[config.mk]
export PLATFORM = sky130hd
export DESIGN_NAME = fcst_queue
export DESIGN_NICKNAME = d
export VERILOG_FILES = /design/src/rtl/core/fcst_pkg.sv /design/src/rtl/core/fcst_queue.sv
export SDC_FILE = /design/constraint.sdc
export NUM_CORES = 1
export LEC_CHECK = 0
export ABC_CLOCK_PERIOD_IN_PS = 11510
export BUFFER_PORTS_ARGS = -buffer_cell sky130_fd_sc_hd__buf_2
export CAP_MARGIN = 10
export CORE_AREA = 2 2 122 124
export CTS_CLUSTER_DIAMETER = 80
export CTS_CLUSTER_SIZE = 28
export DETAILED_ROUTE_END_ITERATION = 8
export DIE_AREA = 0 0 124 126
export HOLD_SLACK_MARGIN = 0.15
export PLACE_DENSITY = 0.59
export SYNTH_ARGS = -nofsm -noshare
export SYNTH_HDL_FRONTEND = slang
export SYNTH_SLANG_ARGS = --single-unit
[constraint.sdc]
create_clock -name clk_i -period 11.51 [get_ports clk_i]
set_input_delay 2.302 -clock clk_i [delete_from_list [all_inputs] [get_ports clk_i]]
set_output_delay 2.302 -clock clk_i [all_outputs]
set_load 0.005 [all_outputs]
[src/rtl/core/fcst_pkg.sv]
// ----------------------------------------------------------------------------
// fcst_pkg: shared types and constants of the current sense transform
// Field widths, configuration register codes, the item and result records,
// current saturation and the quarter-wave sine table builder.
// ----------------------------------------------------------------------------
package fcst_pkg;

  localparam int ADC_W     = 12;
  localparam int ANGLE_W   = 12;
  localparam int SCALE_W   = 24;
  localparam int POLES_W   = 8;
  localparam int CUR_W     = 16;
  localparam int BETA_W    = 17;
  localparam int DQ_W      = 18;
  localparam int TRIG_W    = 16;
  localparam int ROM_W     = TRIG_W - 1;
  localparam int QUARTER   = 1 << (ANGLE_W - 2);
  localparam int ADDR_W    = ANGLE_W - 1;

  // (code - bias) is ADC_W+1 signed, scale is SCALE_W+1 signed
  localparam int PROD_W    = ADC_W + SCALE_W + 2;
  localparam int SHR_W     = PROD_W - 16;

  localparam int CFG_IDX_W  = 3;
  localparam int CFG_DATA_W = 24;

  localparam int IN_W  = 40;
  localparam int OUT_W = 152;

  localparam logic signed [17:0] INV_SQRT3_Q16 = 18'sd37837;

  typedef enum logic [CFG_IDX_W-1:0] {
    CFG_BIAS    = 3'd0,
    CFG_SCALE   = 3'd1,
    CFG_ZERO    = 3'd2,
    CFG_POLES   = 3'd3,
    CFG_REVERSE = 3'd4
  } cfg_index_e;

  typedef struct packed {
    logic [ADC_W-1:0]   bias;
    logic [SCALE_W-1:0] scale;
    logic [ANGLE_W-1:0] zero;
    logic [POLES_W-1:0] poles;
    logic               reverse;
  } fcst_cfg_t;

  // Queue entry between front and back
  typedef struct packed {
    logic signed [CUR_W-1:0]  iu;
    logic signed [CUR_W-1:0]  iw;
    logic signed [BETA_W-1:0] beta;
    logic [ANGLE_W-1:0]       ang;
  } fcst_item_t;

  // Result record, last field in the lowest bits
  typedef struct packed {
    logic signed [TRIG_W-1:0] cosine;
    logic signed [TRIG_W-1:0] sine;
    logic [ANGLE_W-1:0]       ang;
    logic signed [DQ_W-1:0]   q;
    logic signed [DQ_W-1:0]   d;
    logic signed [BETA_W-1:0] beta;
    logic signed [CUR_W-1:0]  alpha;
    logic signed [CUR_W-1:0]  iw;
    logic signed [CUR_W-1:0]  iu;
  } fcst_result_t;

  typedef logic [ROM_W-1:0] sine_rom_t [QUARTER+1];

  localparam longint HalfPiQ28 = 64'sd421657428;
  localparam longint OneQ28    = 64'sd268435456;
  localparam longint HalfQ28   = 64'sd134217728;
  localparam longint TaylorDiv [1:6] = '{64'sd6, 64'sd20, 64'sd42, 64'sd72, 64'sd110,
                                         64'sd156};
  localparam longint Quarter   = longint'(QUARTER);

  function automatic logic signed [CUR_W-1:0] sat_current(input logic signed [SHR_W-1:0] v);
    logic signed [CUR_W-1:0] res;
    if (v > SHR_W'(32767)) begin
      res = 16'sh7fff;
    end else if (v < -SHR_W'(32768)) begin
      res = 16'sh8000;
    end else begin
      res = v[CUR_W-1:0];
    end
    return res;
  endfunction

  // Q28 Taylor series, seven terms, truncating divisions; used at elaboration
  function automatic sine_rom_t build_sine_rom();
    sine_rom_t rom;
    longint    x;
    longint    x2;
    longint    term;
    longint    sum;
    longint    r;
    for (int k = 0; k <= QUARTER; k++) begin
      x    = (longint'(k) * HalfPiQ28) / Quarter;
      x2   = (x * x) >>> 28;
      term = x;
      sum  = x;
      for (int n = 1; n <= 6; n++) begin
        term = -((term * x2) / OneQ28) / TaylorDiv[n];
        sum  = sum + term;
      end
      if (sum < 0) begin
        sum = 0;
      end
      r = (sum * 64'sd32767 + HalfQ28) >>> 28;
      if (r > 64'sd32767) begin
        r = 64'sd32767;
      end
      rom[k] = r[ROM_W-1:0];
    end
    return rom;
  endfunction

endpackage

[src/rtl/core/fcst_queue.sv]
// ----------------------------------------------------------------------------
// fcst_queue: small FIFO between front and back
// Registered full and empty flags, so neither side sees the other's stall.
// ----------------------------------------------------------------------------
module fcst_queue import fcst_pkg::*; #(
  parameter int unsigned DEPTH = 2
) (
  input  logic       clk_i,
  input  logic       rst_ni,
  input  logic       push_valid_i,
  output logic       push_ready_o,
  input  fcst_item_t push_item_i,
  output logic       pop_valid_o,
  input  logic       pop_ready_i,
  output fcst_item_t pop_item_o
);

  localparam int PTR_W = $clog2(DEPTH);
  localparam int CNT_W = $clog2(DEPTH + 1);
  localparam logic [PTR_W-1:0] LAST = PTR_W'(DEPTH - 1);

  fcst_item_t       mem_q [DEPTH];
  logic [PTR_W-1:0] wr_ptr_q, rd_ptr_q;
  logic [CNT_W-1:0] cnt_q;
  logic             push, pop;

  assign push_ready_o = (cnt_q != CNT_W'(DEPTH));
  assign pop_valid_o  = (cnt_q != '0);
  assign push         = push_valid_i && push_ready_o;
  assign pop          = pop_valid_o && pop_ready_i;
  assign pop_item_o   = mem_q[rd_ptr_q];

  always_ff @(posedge clk_i or negedge rst_ni) begin
    if (!rst_ni) begin
      wr_ptr_q <= '0;
      rd_ptr_q <= '0;
      cnt_q    <= '0;
    end else begin
      if (push) wr_ptr_q <= (wr_ptr_q == LAST) ? '0 : wr_ptr_q + 1'b1;
      if (pop)  rd_ptr_q <= (rd_ptr_q == LAST) ? '0 : rd_ptr_q + 1'b1;
      if (push && !pop) begin
        cnt_q <= cnt_q + 1'b1;
      end else if (pop && !push) begin
        cnt_q <= cnt_q - 1'b1;
      end
    end
  end

  always_ff @(posedge clk_i) begin
    if (push) mem_q[wr_ptr_q] <= push_item_i;
  end

  assert property (@(posedge clk_i) disable iff (!rst_ni) cnt_q <= CNT_W'(DEPTH))
    else $error("queue fill count above depth");

  assert property (@(posedge clk_i) disable iff (!rst_ni)
                   push && !pop |=> cnt_q == $past(cnt_q) + 1'b1)
    else $error("queue count missed a push");

endmodule

==> impl_metrics.tcl <==
set metrics [dict create \
    synth.most_common_cell "edfxtp_1" \
    hold_class "register to register" \
    p_int_uw 1220 \
    cts_tree "yes" \
    rr_endpoint "mem_q[0][31]" \
    clk_latency_ns 0.41 \
    wl_per_cell_microns 14.9 \
    die_area_sq_mm 0.0156 \
    n_antenna_cell 0 \
    cts_sinks 126 \
    core_area_sq_mm 0.0143 \
    min_from "cnt_q[1]" \
    ys.flop_type "edfxtp_1" \
    syn-num-nets 274 \
    critPathLaunch "rd_ptr_q" \
    cp_max_fo 34 \
    cts-hold-fix-buffers 0 \
    ys_types 15 \
    dp.final_hpwl_microns 5230 \
    crit_type "register to primary output" \
    routed_wl_microns 8160 \
    cts_setup_buffers 0 \
    final_nets 416 \
    p_sw_uw 425 \
    design_power_total_uw 1640 \
    synthesis.area_sq_mm 0.00490 \
    antenna_found_initial 0 \
    die_y_microns 126 \
    worstReg2RegStart "cnt_q[0]" \
    die_w_microns 124 \
    ys_async_sr_fraction_pct 3.17 \
    grt_pass1_wl_microns 12300 \
    drtIter0Drc 72 \
    clockRootBuffer "clkbuf_16" \
    critPathCaptureType "primary output" \
    r2r_cells 4 \
    required_ns 9.21 \
    fin_worst_skew_ns 0.00551 \
    rsz0062_at_grt "false" \
    crit_end "pop_item_o[40]" \
    finalHoldViolCount 0 \
    yosysWarnings 0 \
    ir_drop_v 0.0000997 \
    syn2layout_area_growth_pct 27.9 \
    fin_setup_tns_ns 0 \
    cts.clk_slew.worst_paths_ns 0.06 \
    layout-drive-gt1-share_pct 61.7 \
    seq_area_frac_synth_pct 76.9 \
    route.detailed.drc 0 \
    dr.pass1.iters 4 \
    powerDensity_mw_per_mm2 262 \
    dr_total_vias 2350 \
    p_sw_share_pct 25.9 \
    comb_power_share_pct 26.2 \
    maxSlewViolCount 0 \
    clockBufferDepth 2 \
    worst-r2r-setup-slack_ns 9.16 \
    gp_congestion 0.655 \
    grt_max_degree 62 \
    htree_levels 4 \
    drtAntennaViolNets 0 \
    postSynthCellCount 208 \
    power_frac_clock_pct 32.1 \
    globalRouteTotalUtil_pct 10.9 \
    p_seq_share_pct 41.7 \
    ys_ff_latch 126 \
    cts.repair.resized 0 \
    synth_area_leaders "edfxtp_1 (75%), mux2_4 (18%), buf_12 (2.5%)" \
    num_rows 44 \
    status "finished clean" \
    synth_common_cells "edfxtp_1 (122), mux2_4 (59), buf_12 (6), dfrtp_1 (4), xnor2_1 (3)" \
    fmax_mhz 214 \
    max-slew-margin-rel_pct 36.1 \
    start_kind "register" \
    leakagePower_uw 0.00251 \
    io_buffer_count 127 \
    finalCriticalPeriod_ns 4.68 \
    cp.arrival_ns 2.38 \
    max_cap_viol_count 0 \
    avgViaCountPerCell 4.30 \
    post-route-period-util_pct 40.7 \
    grt_overflow 0 \
    numCtsBuffers 17 \
    setup_viol 0 \
    syn-mean-instance-area_sq_um 23.5 \
    synth_top_area_cell "edfxtp_1" \
    worst_pin_slew_ns 0.956 \
    synth_top_area_share_pct 74.8 \
    synth_edf_count 122 \
    ioPinCount 128 \
    initial_utilization_pct 34.2 \
    grt_pass1_vias 2501 \
]
## through the flow
step | instances | hold WS, ns | instance area [sq um] | util [%] | setup slack (ns)
final | 547 | 0.488 | 6260 | 43.8 | 6.83
after global routing | 547 | 0.525 | 6260 | 43.8 | 6.69
after CTS | 547 | 0.490 | 6260 | 43.8 | 6.76
after detailed placement | 515 | 0.479 | 5670 | 39.6 | 7.22
after global placement | 515 | 0.475 | 5670 | 39.6 | 7.21
after floorplan | 208 | 0.456 | 4900 | - | 6.09
## cells by family (layout without fill, tap and decap cells)
kind of cell / Yosys count / after routing / share of synthesized area [%]
xor+xnor: 5 / 5 / 0.894
fa+ha+maj: 1 / 1 / 0.255
buf+inv: 8 / 163 / 2.76
flops: 126 / 126 / 76.9
mux: 61 / 61 / 18.5
simple gates: 7 / 7 / 0.690
## flip-flops by register name, indices dropped and copies added, names as in the netlist
register / count
rd_ptr_q: 1
cnt_q: 2
mem_q: 122
wr_ptr_q: 1
## final cells by class
| class | instances | area (sq um) |
|---|---|---|
| fill | 1292 | 8050 |
| multi-input combinational | 74 | 1010 |
| inverter | 1 | 3.75 |
| clock inverter | 15 | 171 |
| clock buffer | 17 | 425 |
| tap | 184 | 230 |
| sequential | 126 | 3770 |
| timing repair buffer | 130 | 658 |
## worst max-delay path: stages, from the launching register on
cell and delay [ns]:
dfrtp_4 0.78, buf_4 0.61, mux2_2 0.40, buf_2 0.12
## layout by cell type (no fill, tap or decap)
master and instances:
nor2_4 1, nand2b_1 1, edfxtp_1 122, clkinv_1 2, or2_1 1, xor2_1 2, nor2_1 1, clkinvlp_4 5
xnor2_1 3, clkbuf_16 17, bufinv_16 3, buf_2 127, and3_2 1, ha_1 1, clkinv_2 2, dfrtp_1 3
clkinv_4 2, inv_6 1, mux2_2 2, mux2_4 59, nand2_1 2, inv_1 1, dfrtp_4 1, buf_4 3
## layer usage
| layer | vias to the layer above | GRT usage [%] | wire length (microns) |
|---|---|---|---|
| li1 | 1100 | - | - |
| met1 | 1149 | 11.3 | 3170 |
| met2 | 84 | 18.1 | 4120 |
| met3 | 17 | 5.16 | 680 |
| met4 | 0 | 5.75 | 184 |
| met5 | - | 0 | 0 |
## power groups by stage
stage | clock network [uW] | registers [uW] | logic, uW
6_report | 527 | 684 | 430
5_1_grt | 561 | 697 | 471
4_1_cts | 542 | 688 | 444
3_5_place_dp | 0 | 697 | 442
3_3_place_gp | 0 | 691 | 442
2_1_floorplan | 0 | 665 | 352
## worst min path at each step
stage / end / slack [ns] / cells past startpoint
finish: cnt_q[1] / 0.49 / 1
global route: cnt_q[1] / 0.53 / 1
CTS: cnt_q[1] / 0.49 / 1
detailed placement: cnt_q[1] / 0.48 / 1
global placement: cnt_q[1] / 0.48 / 1
floorplan: cnt_q[1] / 0.46 / 1
Note: power is estimated with default switching activity, not from simulation.
