**src/rtl/core/fcst_pkg.sv**
```systemverilog
// ----------------------------------------------------------------------------
// fcst_pkg: shared types and constants of the current sense transform
// Field widths, configuration register codes, the item and result records,
// current saturation and the quarter-wave sine table builder.
// ----------------------------------------------------------------------------
package fcst_pkg;

  localparam int ADC_W     = 12;
  localparam int ANGLE_W   = 12;
  localparam int SCALE_W   = 24;
  localparam int POLES_W   = 8;
  localparam int CUR_W     = 16;
  localparam int BETA_W    = 17;
  localparam int DQ_W      = 18;
  localparam int TRIG_W    = 16;
  localparam int ROM_W     = TRIG_W - 1;
  localparam int QUARTER   = 1 << (ANGLE_W - 2);
  localparam int ADDR_W    = ANGLE_W - 1;

  // (code - bias) is ADC_W+1 signed, scale is SCALE_W+1 signed
  localparam int PROD_W    = ADC_W + SCALE_W + 2;
  localparam int SHR_W     = PROD_W - 16;

  localparam int CFG_IDX_W  = 3;
  localparam int CFG_DATA_W = 24;

  localparam int IN_W  = 40;
  localparam int OUT_W = 152;

  localparam logic signed [17:0] INV_SQRT3_Q16 = 18'sd37837;

  typedef enum logic [CFG_IDX_W-1:0] {
    CFG_BIAS    = 3'd0,
    CFG_SCALE   = 3'd1,
    CFG_ZERO    = 3'd2,
    CFG_POLES   = 3'd3,
    CFG_REVERSE = 3'd4
  } cfg_index_e;

  typedef struct packed {
    logic [ADC_W-1:0]   bias;
    logic [SCALE_W-1:0] scale;
    logic [ANGLE_W-1:0] zero;
    logic [POLES_W-1:0] poles;
    logic               reverse;
  } fcst_cfg_t;

  // Queue entry between front and back
  typedef struct packed {
    logic signed [CUR_W-1:0]  iu;
    logic signed [CUR_W-1:0]  iw;
    logic signed [BETA_W-1:0] beta;
    logic [ANGLE_W-1:0]       ang;
  } fcst_item_t;

  // Result record, last field in the lowest bits
  typedef struct packed {
    logic signed [TRIG_W-1:0] cosine;
    logic signed [TRIG_W-1:0] sine;
    logic [ANGLE_W-1:0]       ang;
    logic signed [DQ_W-1:0]   q;
    logic signed [DQ_W-1:0]   d;
    logic signed [BETA_W-1:0] beta;
    logic signed [CUR_W-1:0]  alpha;
    logic signed [CUR_W-1:0]  iw;
    logic signed [CUR_W-1:0]  iu;
  } fcst_result_t;

  typedef logic [ROM_W-1:0] sine_rom_t [QUARTER+1];

  localparam longint HalfPiQ28 = 64'sd421657428;
  localparam longint OneQ28    = 64'sd268435456;
  localparam longint HalfQ28   = 64'sd134217728;
  localparam longint TaylorDiv [1:6] = '{64'sd6, 64'sd20, 64'sd42, 64'sd72, 64'sd110,
                                         64'sd156};
  localparam longint Quarter   = longint'(QUARTER);

  function automatic logic signed [CUR_W-1:0] sat_current(input logic signed [SHR_W-1:0] v);
    logic signed [CUR_W-1:0] res;
    if (v > SHR_W'(32767)) begin
      res = 16'sh7fff;
    end else if (v < -SHR_W'(32768)) begin
      res = 16'sh8000;
    end else begin
      res = v[CUR_W-1:0];
    end
    return res;
  endfunction

  // Q28 Taylor series, seven terms, truncating divisions; used at elaboration
  function automatic sine_rom_t build_sine_rom();
    sine_rom_t rom;
    longint    x;
    longint    x2;
    longint    term;
    longint    sum;
    longint    r;
    for (int k = 0; k <= QUARTER; k++) begin
      x    = (longint'(k) * HalfPiQ28) / Quarter;
      x2   = (x * x) >>> 28;
      term = x;
      sum  = x;
      for (int n = 1; n <= 6; n++) begin
        term = -((term * x2) / OneQ28) / TaylorDiv[n];
        sum  = sum + term;
      end
      if (sum < 0) begin
        sum = 0;
      end
      r = (sum * 64'sd32767 + HalfQ28) >>> 28;
      if (r > 64'sd32767) begin
        r = 64'sd32767;
      end
      rom[k] = r[ROM_W-1:0];
    end
    return rom;
  endfunction

endpackage

```
**src/rtl/core/fcst_front.sv**
```systemverilog
// ----------------------------------------------------------------------------
// fcst_front: current scaling, Clarke beta and electrical angle
// Four elastic stages: bias removal, scale multiply, shift and saturate,
// beta multiply. Each stage advances when the next one has room.
// ----------------------------------------------------------------------------
module fcst_front import fcst_pkg::*; (
  input  logic               clk_i,
  input  logic               rst_ni,
  input  fcst_cfg_t          cfg_i,
  input  logic               in_valid_i,
  output logic               in_ready_o,
  input  logic [ADC_W-1:0]   u_code_i,
  input  logic [ADC_W-1:0]   w_code_i,
  input  logic [ANGLE_W-1:0] angle_i,
  output logic               item_valid_o,
  input  logic               item_ready_i,
  output fcst_item_t         item_o
);

  logic v1_q, v2_q, v3_q, v4_q;
  logic rdy1, rdy2, rdy3, rdy4;

  logic signed [ADC_W:0]    du1_d, dw1_d, du1_q, dw1_q;
  logic [ANGLE_W-1:0]       ad1_d, ad1_q;
  logic signed [SCALE_W:0]  scale_s;
  logic signed [PROD_W-1:0] pu2_d, pw2_d, pu2_q, pw2_q;
  logic [ANGLE_W+POLES_W-1:0] ae_prod;
  logic [ANGLE_W-1:0]       ae2_q;
  logic signed [CUR_W-1:0]  iu3_d, iw3_d, iu3_q, iw3_q;
  logic [ANGLE_W-1:0]       ang3_d, ang3_q;
  logic signed [17:0]       bsum;
  logic signed [35:0]       bprod;
  fcst_item_t               item4_d, item4_q;

  assign rdy4 = !v4_q || item_ready_i;
  assign rdy3 = !v3_q || rdy4;
  assign rdy2 = !v2_q || rdy3;
  assign rdy1 = !v1_q || rdy2;

  assign in_ready_o = rdy1;

  // Remove the amplifier bias, subtract the mechanical zero
  assign du1_d = $signed({1'b0, u_code_i}) - $signed({1'b0, cfg_i.bias});
  assign dw1_d = $signed({1'b0, w_code_i}) - $signed({1'b0, cfg_i.bias});
  assign ad1_d = angle_i - cfg_i.zero;

  // Scale and multiply by pole pairs
  assign scale_s = $signed({1'b0, cfg_i.scale});
  assign pu2_d   = PROD_W'(du1_q * scale_s);
  assign pw2_d   = PROD_W'(dw1_q * scale_s);
  assign ae_prod = ad1_q * cfg_i.poles;

  // Floor shift by 16 is the upper slice; saturate; apply direction
  assign iu3_d  = sat_current(pu2_q[PROD_W-1:16]);
  assign iw3_d  = sat_current(pw2_q[PROD_W-1:16]);
  assign ang3_d = cfg_i.reverse ? (ANGLE_W'(0) - ae2_q) : ae2_q;

  // Beta = (-iu - 2*iw) / sqrt(3), floor shift by 16
  assign bsum  = -18'(iu3_q) - (18'(iw3_q) <<< 1);
  assign bprod = bsum * INV_SQRT3_Q16;

  always_comb begin
    item4_d      = '0;
    item4_d.iu   = iu3_q;
    item4_d.iw   = iw3_q;
    item4_d.beta = bprod[32:16];
    item4_d.ang  = ang3_q;
  end

  always_ff @(posedge clk_i or negedge rst_ni) begin
    if (!rst_ni) begin
      v1_q <= 1'b0;
      v2_q <= 1'b0;
      v3_q <= 1'b0;
      v4_q <= 1'b0;
    end else begin
      if (rdy1) v1_q <= in_valid_i;
      if (rdy2) v2_q <= v1_q;
      if (rdy3) v3_q <= v2_q;
      if (rdy4) v4_q <= v3_q;
    end
  end

  always_ff @(posedge clk_i) begin
    if (rdy1) begin
      du1_q <= du1_d;
      dw1_q <= dw1_d;
      ad1_q <= ad1_d;
    end
    if (rdy2) begin
      pu2_q <= pu2_d;
      pw2_q <= pw2_d;
      ae2_q <= ae_prod[ANGLE_W-1:0];
    end
    if (rdy3) begin
      iu3_q  <= iu3_d;
      iw3_q  <= iw3_d;
      ang3_q <= ang3_d;
    end
    if (rdy4) begin
      item4_q <= item4_d;
    end
  end

  assign item_valid_o = v4_q;
  assign item_o       = item4_q;

endmodule

```
**config.mk**
```make
export PLATFORM = sky130hd
export DESIGN_NAME = fcst_front
export DESIGN_NICKNAME = d
export VERILOG_FILES = /design/src/rtl/core/fcst_pkg.sv /design/src/rtl/core/fcst_front.sv
export SDC_FILE = /design/constraint.sdc
export NUM_CORES = 2
export LEC_CHECK = 0
export BUFFER_PORTS_ARGS = -buffer_cell sky130_fd_sc_hd__buf_2
export CAP_MARGIN = 20
export CORE_ASPECT_RATIO = 1.1
export CORE_UTILIZATION = 55
export DETAILED_ROUTE_END_ITERATION = 7
export PLACE_DENSITY = 0.73
export SLEW_MARGIN = 0
export SYNTH_ARGS = -nofsm -noshare
export SYNTH_HDL_FRONTEND = slang
export SYNTH_SLANG_ARGS = --single-unit
```
**constraint.sdc**
```tcl
create_clock -name clk_i -period 9.8 [get_ports clk_i]
set_clock_uncertainty 0.15 [all_clocks]
set_input_delay 0 -clock clk_i [delete_from_list [all_inputs] [get_ports clk_i]]
set_output_delay 0 -clock clk_i [all_outputs]
set_load 0.005 [all_outputs]
```
==> qor.yml <==
outcome: "completed"
crit_required_ns: 9.97
cts_buffers: 26
finalNonFillerCells: 4663
r2r_cells: 33
dpl.hpwl_mm: 61.43
worst_pin_slew_ns: 1.138
ys_seq_area_frac: 0.1709
cts_tree: "done"
placed_cells_incl_taps: 4488
place.gp.congestion: 0.9245
cts.sinks: 203
overflow: 0
ys_seq_elements: 203
crit_path_end: "item_o[28]"
insertion_delay_ns: 0.59
nets: 4969
synth_cells: 3591
ctsHtreeMaxLevel: 1
avgSynthCellArea_sq_um: 9.899
ys_warn_count: 0
postLayoutCellArea_sq_um: 39160
drt-initial-drc-count: 1078
via_per_inst: 5.335
post_synth_num_cell_types: 73
post-route-drc-count: 0
die_x_um: 244.4
clock_path_buffers: 3
grt_pass1_vias: 27093
cp-end-kind: "flop"
vias: 24879
root_buffer: "clkbuf_16"
startpoint_type: "flop"
post_drt_wl_per_cell_um: 17.43
antenna_found_initial: 0
arrival_ns: 9.08
finalCritPeriodShare: 0.9091
dr.pass1.iters: 5
critPathKind: "reg2reg"
crit_fanout: 4
ant_nets: 0
area_delta_synth_final_pct: 10.18
critPathLaunch: "iw3_q[0]"
hp-class: "in2reg"
async_flop_share: 0.01970
synth_fp_nets: 4759
regToRegEndpoint: "item_o[28]"
grt_max_degree: 62
synth_area_sq_um: 35550
relSlewSlack: 0.2412
die_h_um: 268.6
core-area_sq_um: 63840
ys_dominant_reg_cell: "edfxtp_1"
grtUsageTotal: 0.2577
rows: 97
synth_edf_count: 199
clk_pin_slew_ns: 0.06
r2r_slack_ns: 0.89
reg2reg_from: "iw3_q[0]"
slew_violations: 0
drive_gt1_frac: 0.06333
hold_viol: 0
fin_setup_tns_ns: 0
placed_area_sq_um: 37060
rsz0062_at_grt: "false"
critPathSlowestCell: "fa_1"
setup_viol: 0
dieArea_sq_um: 65650
drv_cap: 0
max_freq_mhz: 112.2
wl_mm: 81.27
grt_first_pass_wirelength_mm: 134.6
max_stage_delay_ns: 0.51
start_util: 0.5568
min_period_ns: 8.909
path_common_cell: "fa_1"
port_buffers: 159
post_cts_buffers: 0
pin_count: 160
==> cell families (layout without fill, tap and decap cells) <==
| group | count (synthesis) | after routing | share of synthesized area |
|---|---|---|---|
| mux | 2 | 2 | 0.0007039 |
| fa+ha+maj | 1071 | 1071 | 0.5090 |
| other cells | 0 | 1 | 0 |
| compound gates | 301 | 301 | 0.05593 |
| buf+inv | 910 | 1140 | 0.09655 |
| flops | 203 | 203 | 0.1709 |
| xor+xnor | 152 | 152 | 0.03787 |
| simple gates | 952 | 952 | 0.1290 |
==> cell type report <==
cell class | count | area [sq um]
sequential | 203 | 6076
clock buffer | 29 | 661.9
timing repair buffer | 299 | 2163
tap | 841 | 1052
inverter | 793 | 2979
fill | 5344 | 24670
antenna | 1 | 2.502
clock inverter | 19 | 182.7
multi-input combinational | 2478 | 26050
==> critical path, delay by kind of cell, from the launching register on <==
family / cells / cell delay [ns]
simple gates: 3 / 0.32
buf+inv: 5 / 0.25
flops: 1 / 0.38
xor+xnor: 2 / 0.29
fa+ha+maj: 10 / 4.08
compound gates: 12 / 2.97
mux: 1 / 0.20
==> flip-flops by register name, summed over array words and instances (netlist names) <==
signal,cells
iu3_q,16
v1_q,1
v2_q,1
dw1_q,13
iw3_q,16
item_o,61
item_valid_o,1
ang3_q,12
pu2_q,22
ae2_q,12
v3_q,1
ad1_q,12
pw2_q,22
du1_q,13
==> cells in the final DEF (no fill, tap or decap), types with 4 or more instances in the layout <==
cell / Yosys / layout
a21boi_0: 10 / 10
o31ai_1: 5 / 5
nand3_1: 16 / 15
nand2_1: 466 / 465
clkinv_2: 0 / 4
and3_1: 6 / 6
ha_1: 446 / 446
nor2b_1: 24 / 24
a21oi_1: 76 / 76
nand4_1: 14 / 14
dfrtp_1: 4 / 4
nand2b_1: 63 / 63
buf_2: 2 / 159
or2_2: 7 / 7
clkbuf_16: 0 / 26
o21a_1: 44 / 44
a211oi_1: 5 / 5
a21o_1: 48 / 48
or3_1: 9 / 9
xor2_1: 45 / 45
inv_1: 791 / 790
and2_1: 243 / 243
dlygate4sd3_1: 0 / 125
a31oi_1: 4 / 4
o21bai_1: 7 / 7
a21boi_1: 8 / 8
nor3_1: 10 / 10
o21ai_1: 11 / 11
o21ai_0: 48 / 48
buf_4: 1 / 14
xnor2_1: 105 / 105
fa_1: 625 / 625
nor2_1: 80 / 80
edfxtp_1: 199 / 199
a221o_1: 5 / 5
==> Yosys cell counts, types with 2 or more instances <==
cell type,instances,share of area
a211o_1,2,0.00049
a211oi_1,5,0.0011
a21boi_0,10,0.0021
a21boi_1,8,0.0017
a21o_1,48,0.010
a21oi_1,76,0.011
a21oi_2,3,0.00074
a221o_1,5,0.0014
a221oi_1,2,0.00049
a31oi_1,4,0.00070
and2_1,243,0.043
and3_1,6,0.0011
and4_1,3,0.00074
buf_2,2,0.00028
clkbuf_1,112,0.012
dfrtp_1,4,0.0028
edfxtp_1,199,0.17
fa_1,625,0.35
ha_1,446,0.16
inv_1,791,0.084
nand2_1,466,0.049
nand2b_1,63,0.011
nand3_1,16,0.0023
nand4_1,14,0.0025
nor2_1,80,0.0084
nor2b_1,24,0.0042
nor3_1,10,0.0014
nor4_1,2,0.00035
o211a_1,2,0.00056
o211ai_1,3,0.00063
o21a_1,44,0.0093
o21ai_0,48,0.0068
o21ai_1,11,0.0015
o21bai_1,7,0.0015
o221ai_1,2,0.00049
o31ai_1,5,0.0011
or2_2,7,0.0012
or3_1,9,0.0016
xnor2_1,105,0.026
xor2_1,45,0.011
xor2_2,2,0.00092
==> worst min path at each step <==
stage              start      endpoint  slack [ns]  depth (start not counted)
3_5_place_dp      rst_ni          v1_q       -0.34                          1
3_3_place_gp      rst_ni          v1_q       -0.34                          1
2_1_floorplan     rst_ni  item_valid_o       -0.45                          0
5_1_grt        cfg_i[48]      dw1_q[4]        0.07                          6
6_report       cfg_i[48]      dw1_q[4]        0.06                          6
4_1_cts        cfg_i[52]      dw1_q[8]       0.003                          6
==> routing by layer <==
layer  vias up  wire length [um]  track usage
met1     12655             32380       0.3133
met3       167              3755      0.02906
li1      11443                 -            -
met4         0              2915      0.09780
met5         -                 0            0
met2       614             42210       0.4694
==> stage by stage <==
| stage | util | hold WS, ns | setup WS (ns) |
|---|---|---|---|
| after global routing | 0.6134 | 0.06860 | 0.2351 |
| after CTS | 0.6133 | 0.002967 | 0.8543 |
| final | 0.6135 | 0.06311 | 0.8911 |
| after global placement | 0.5801 | -0.3425 | 1.053 |
| after detailed placement | 0.5805 | -0.3358 | 0.8921 |
| after floorplan | - | -0.4456 | 1.597 |
==> timing repair <==
| item | in CTS | in global routing |
|---|---|---|
| setup endpoints to repair | 0 | 0 |
| resized for setup | 0 | 0 |
| endpoints found under the hold margin | 58 | 0 |
| hold buffers | 125 | 0 |
Power is not shown: default switching activity piles up to over one toggle a cycle in this logic, so the estimate is an artifact.
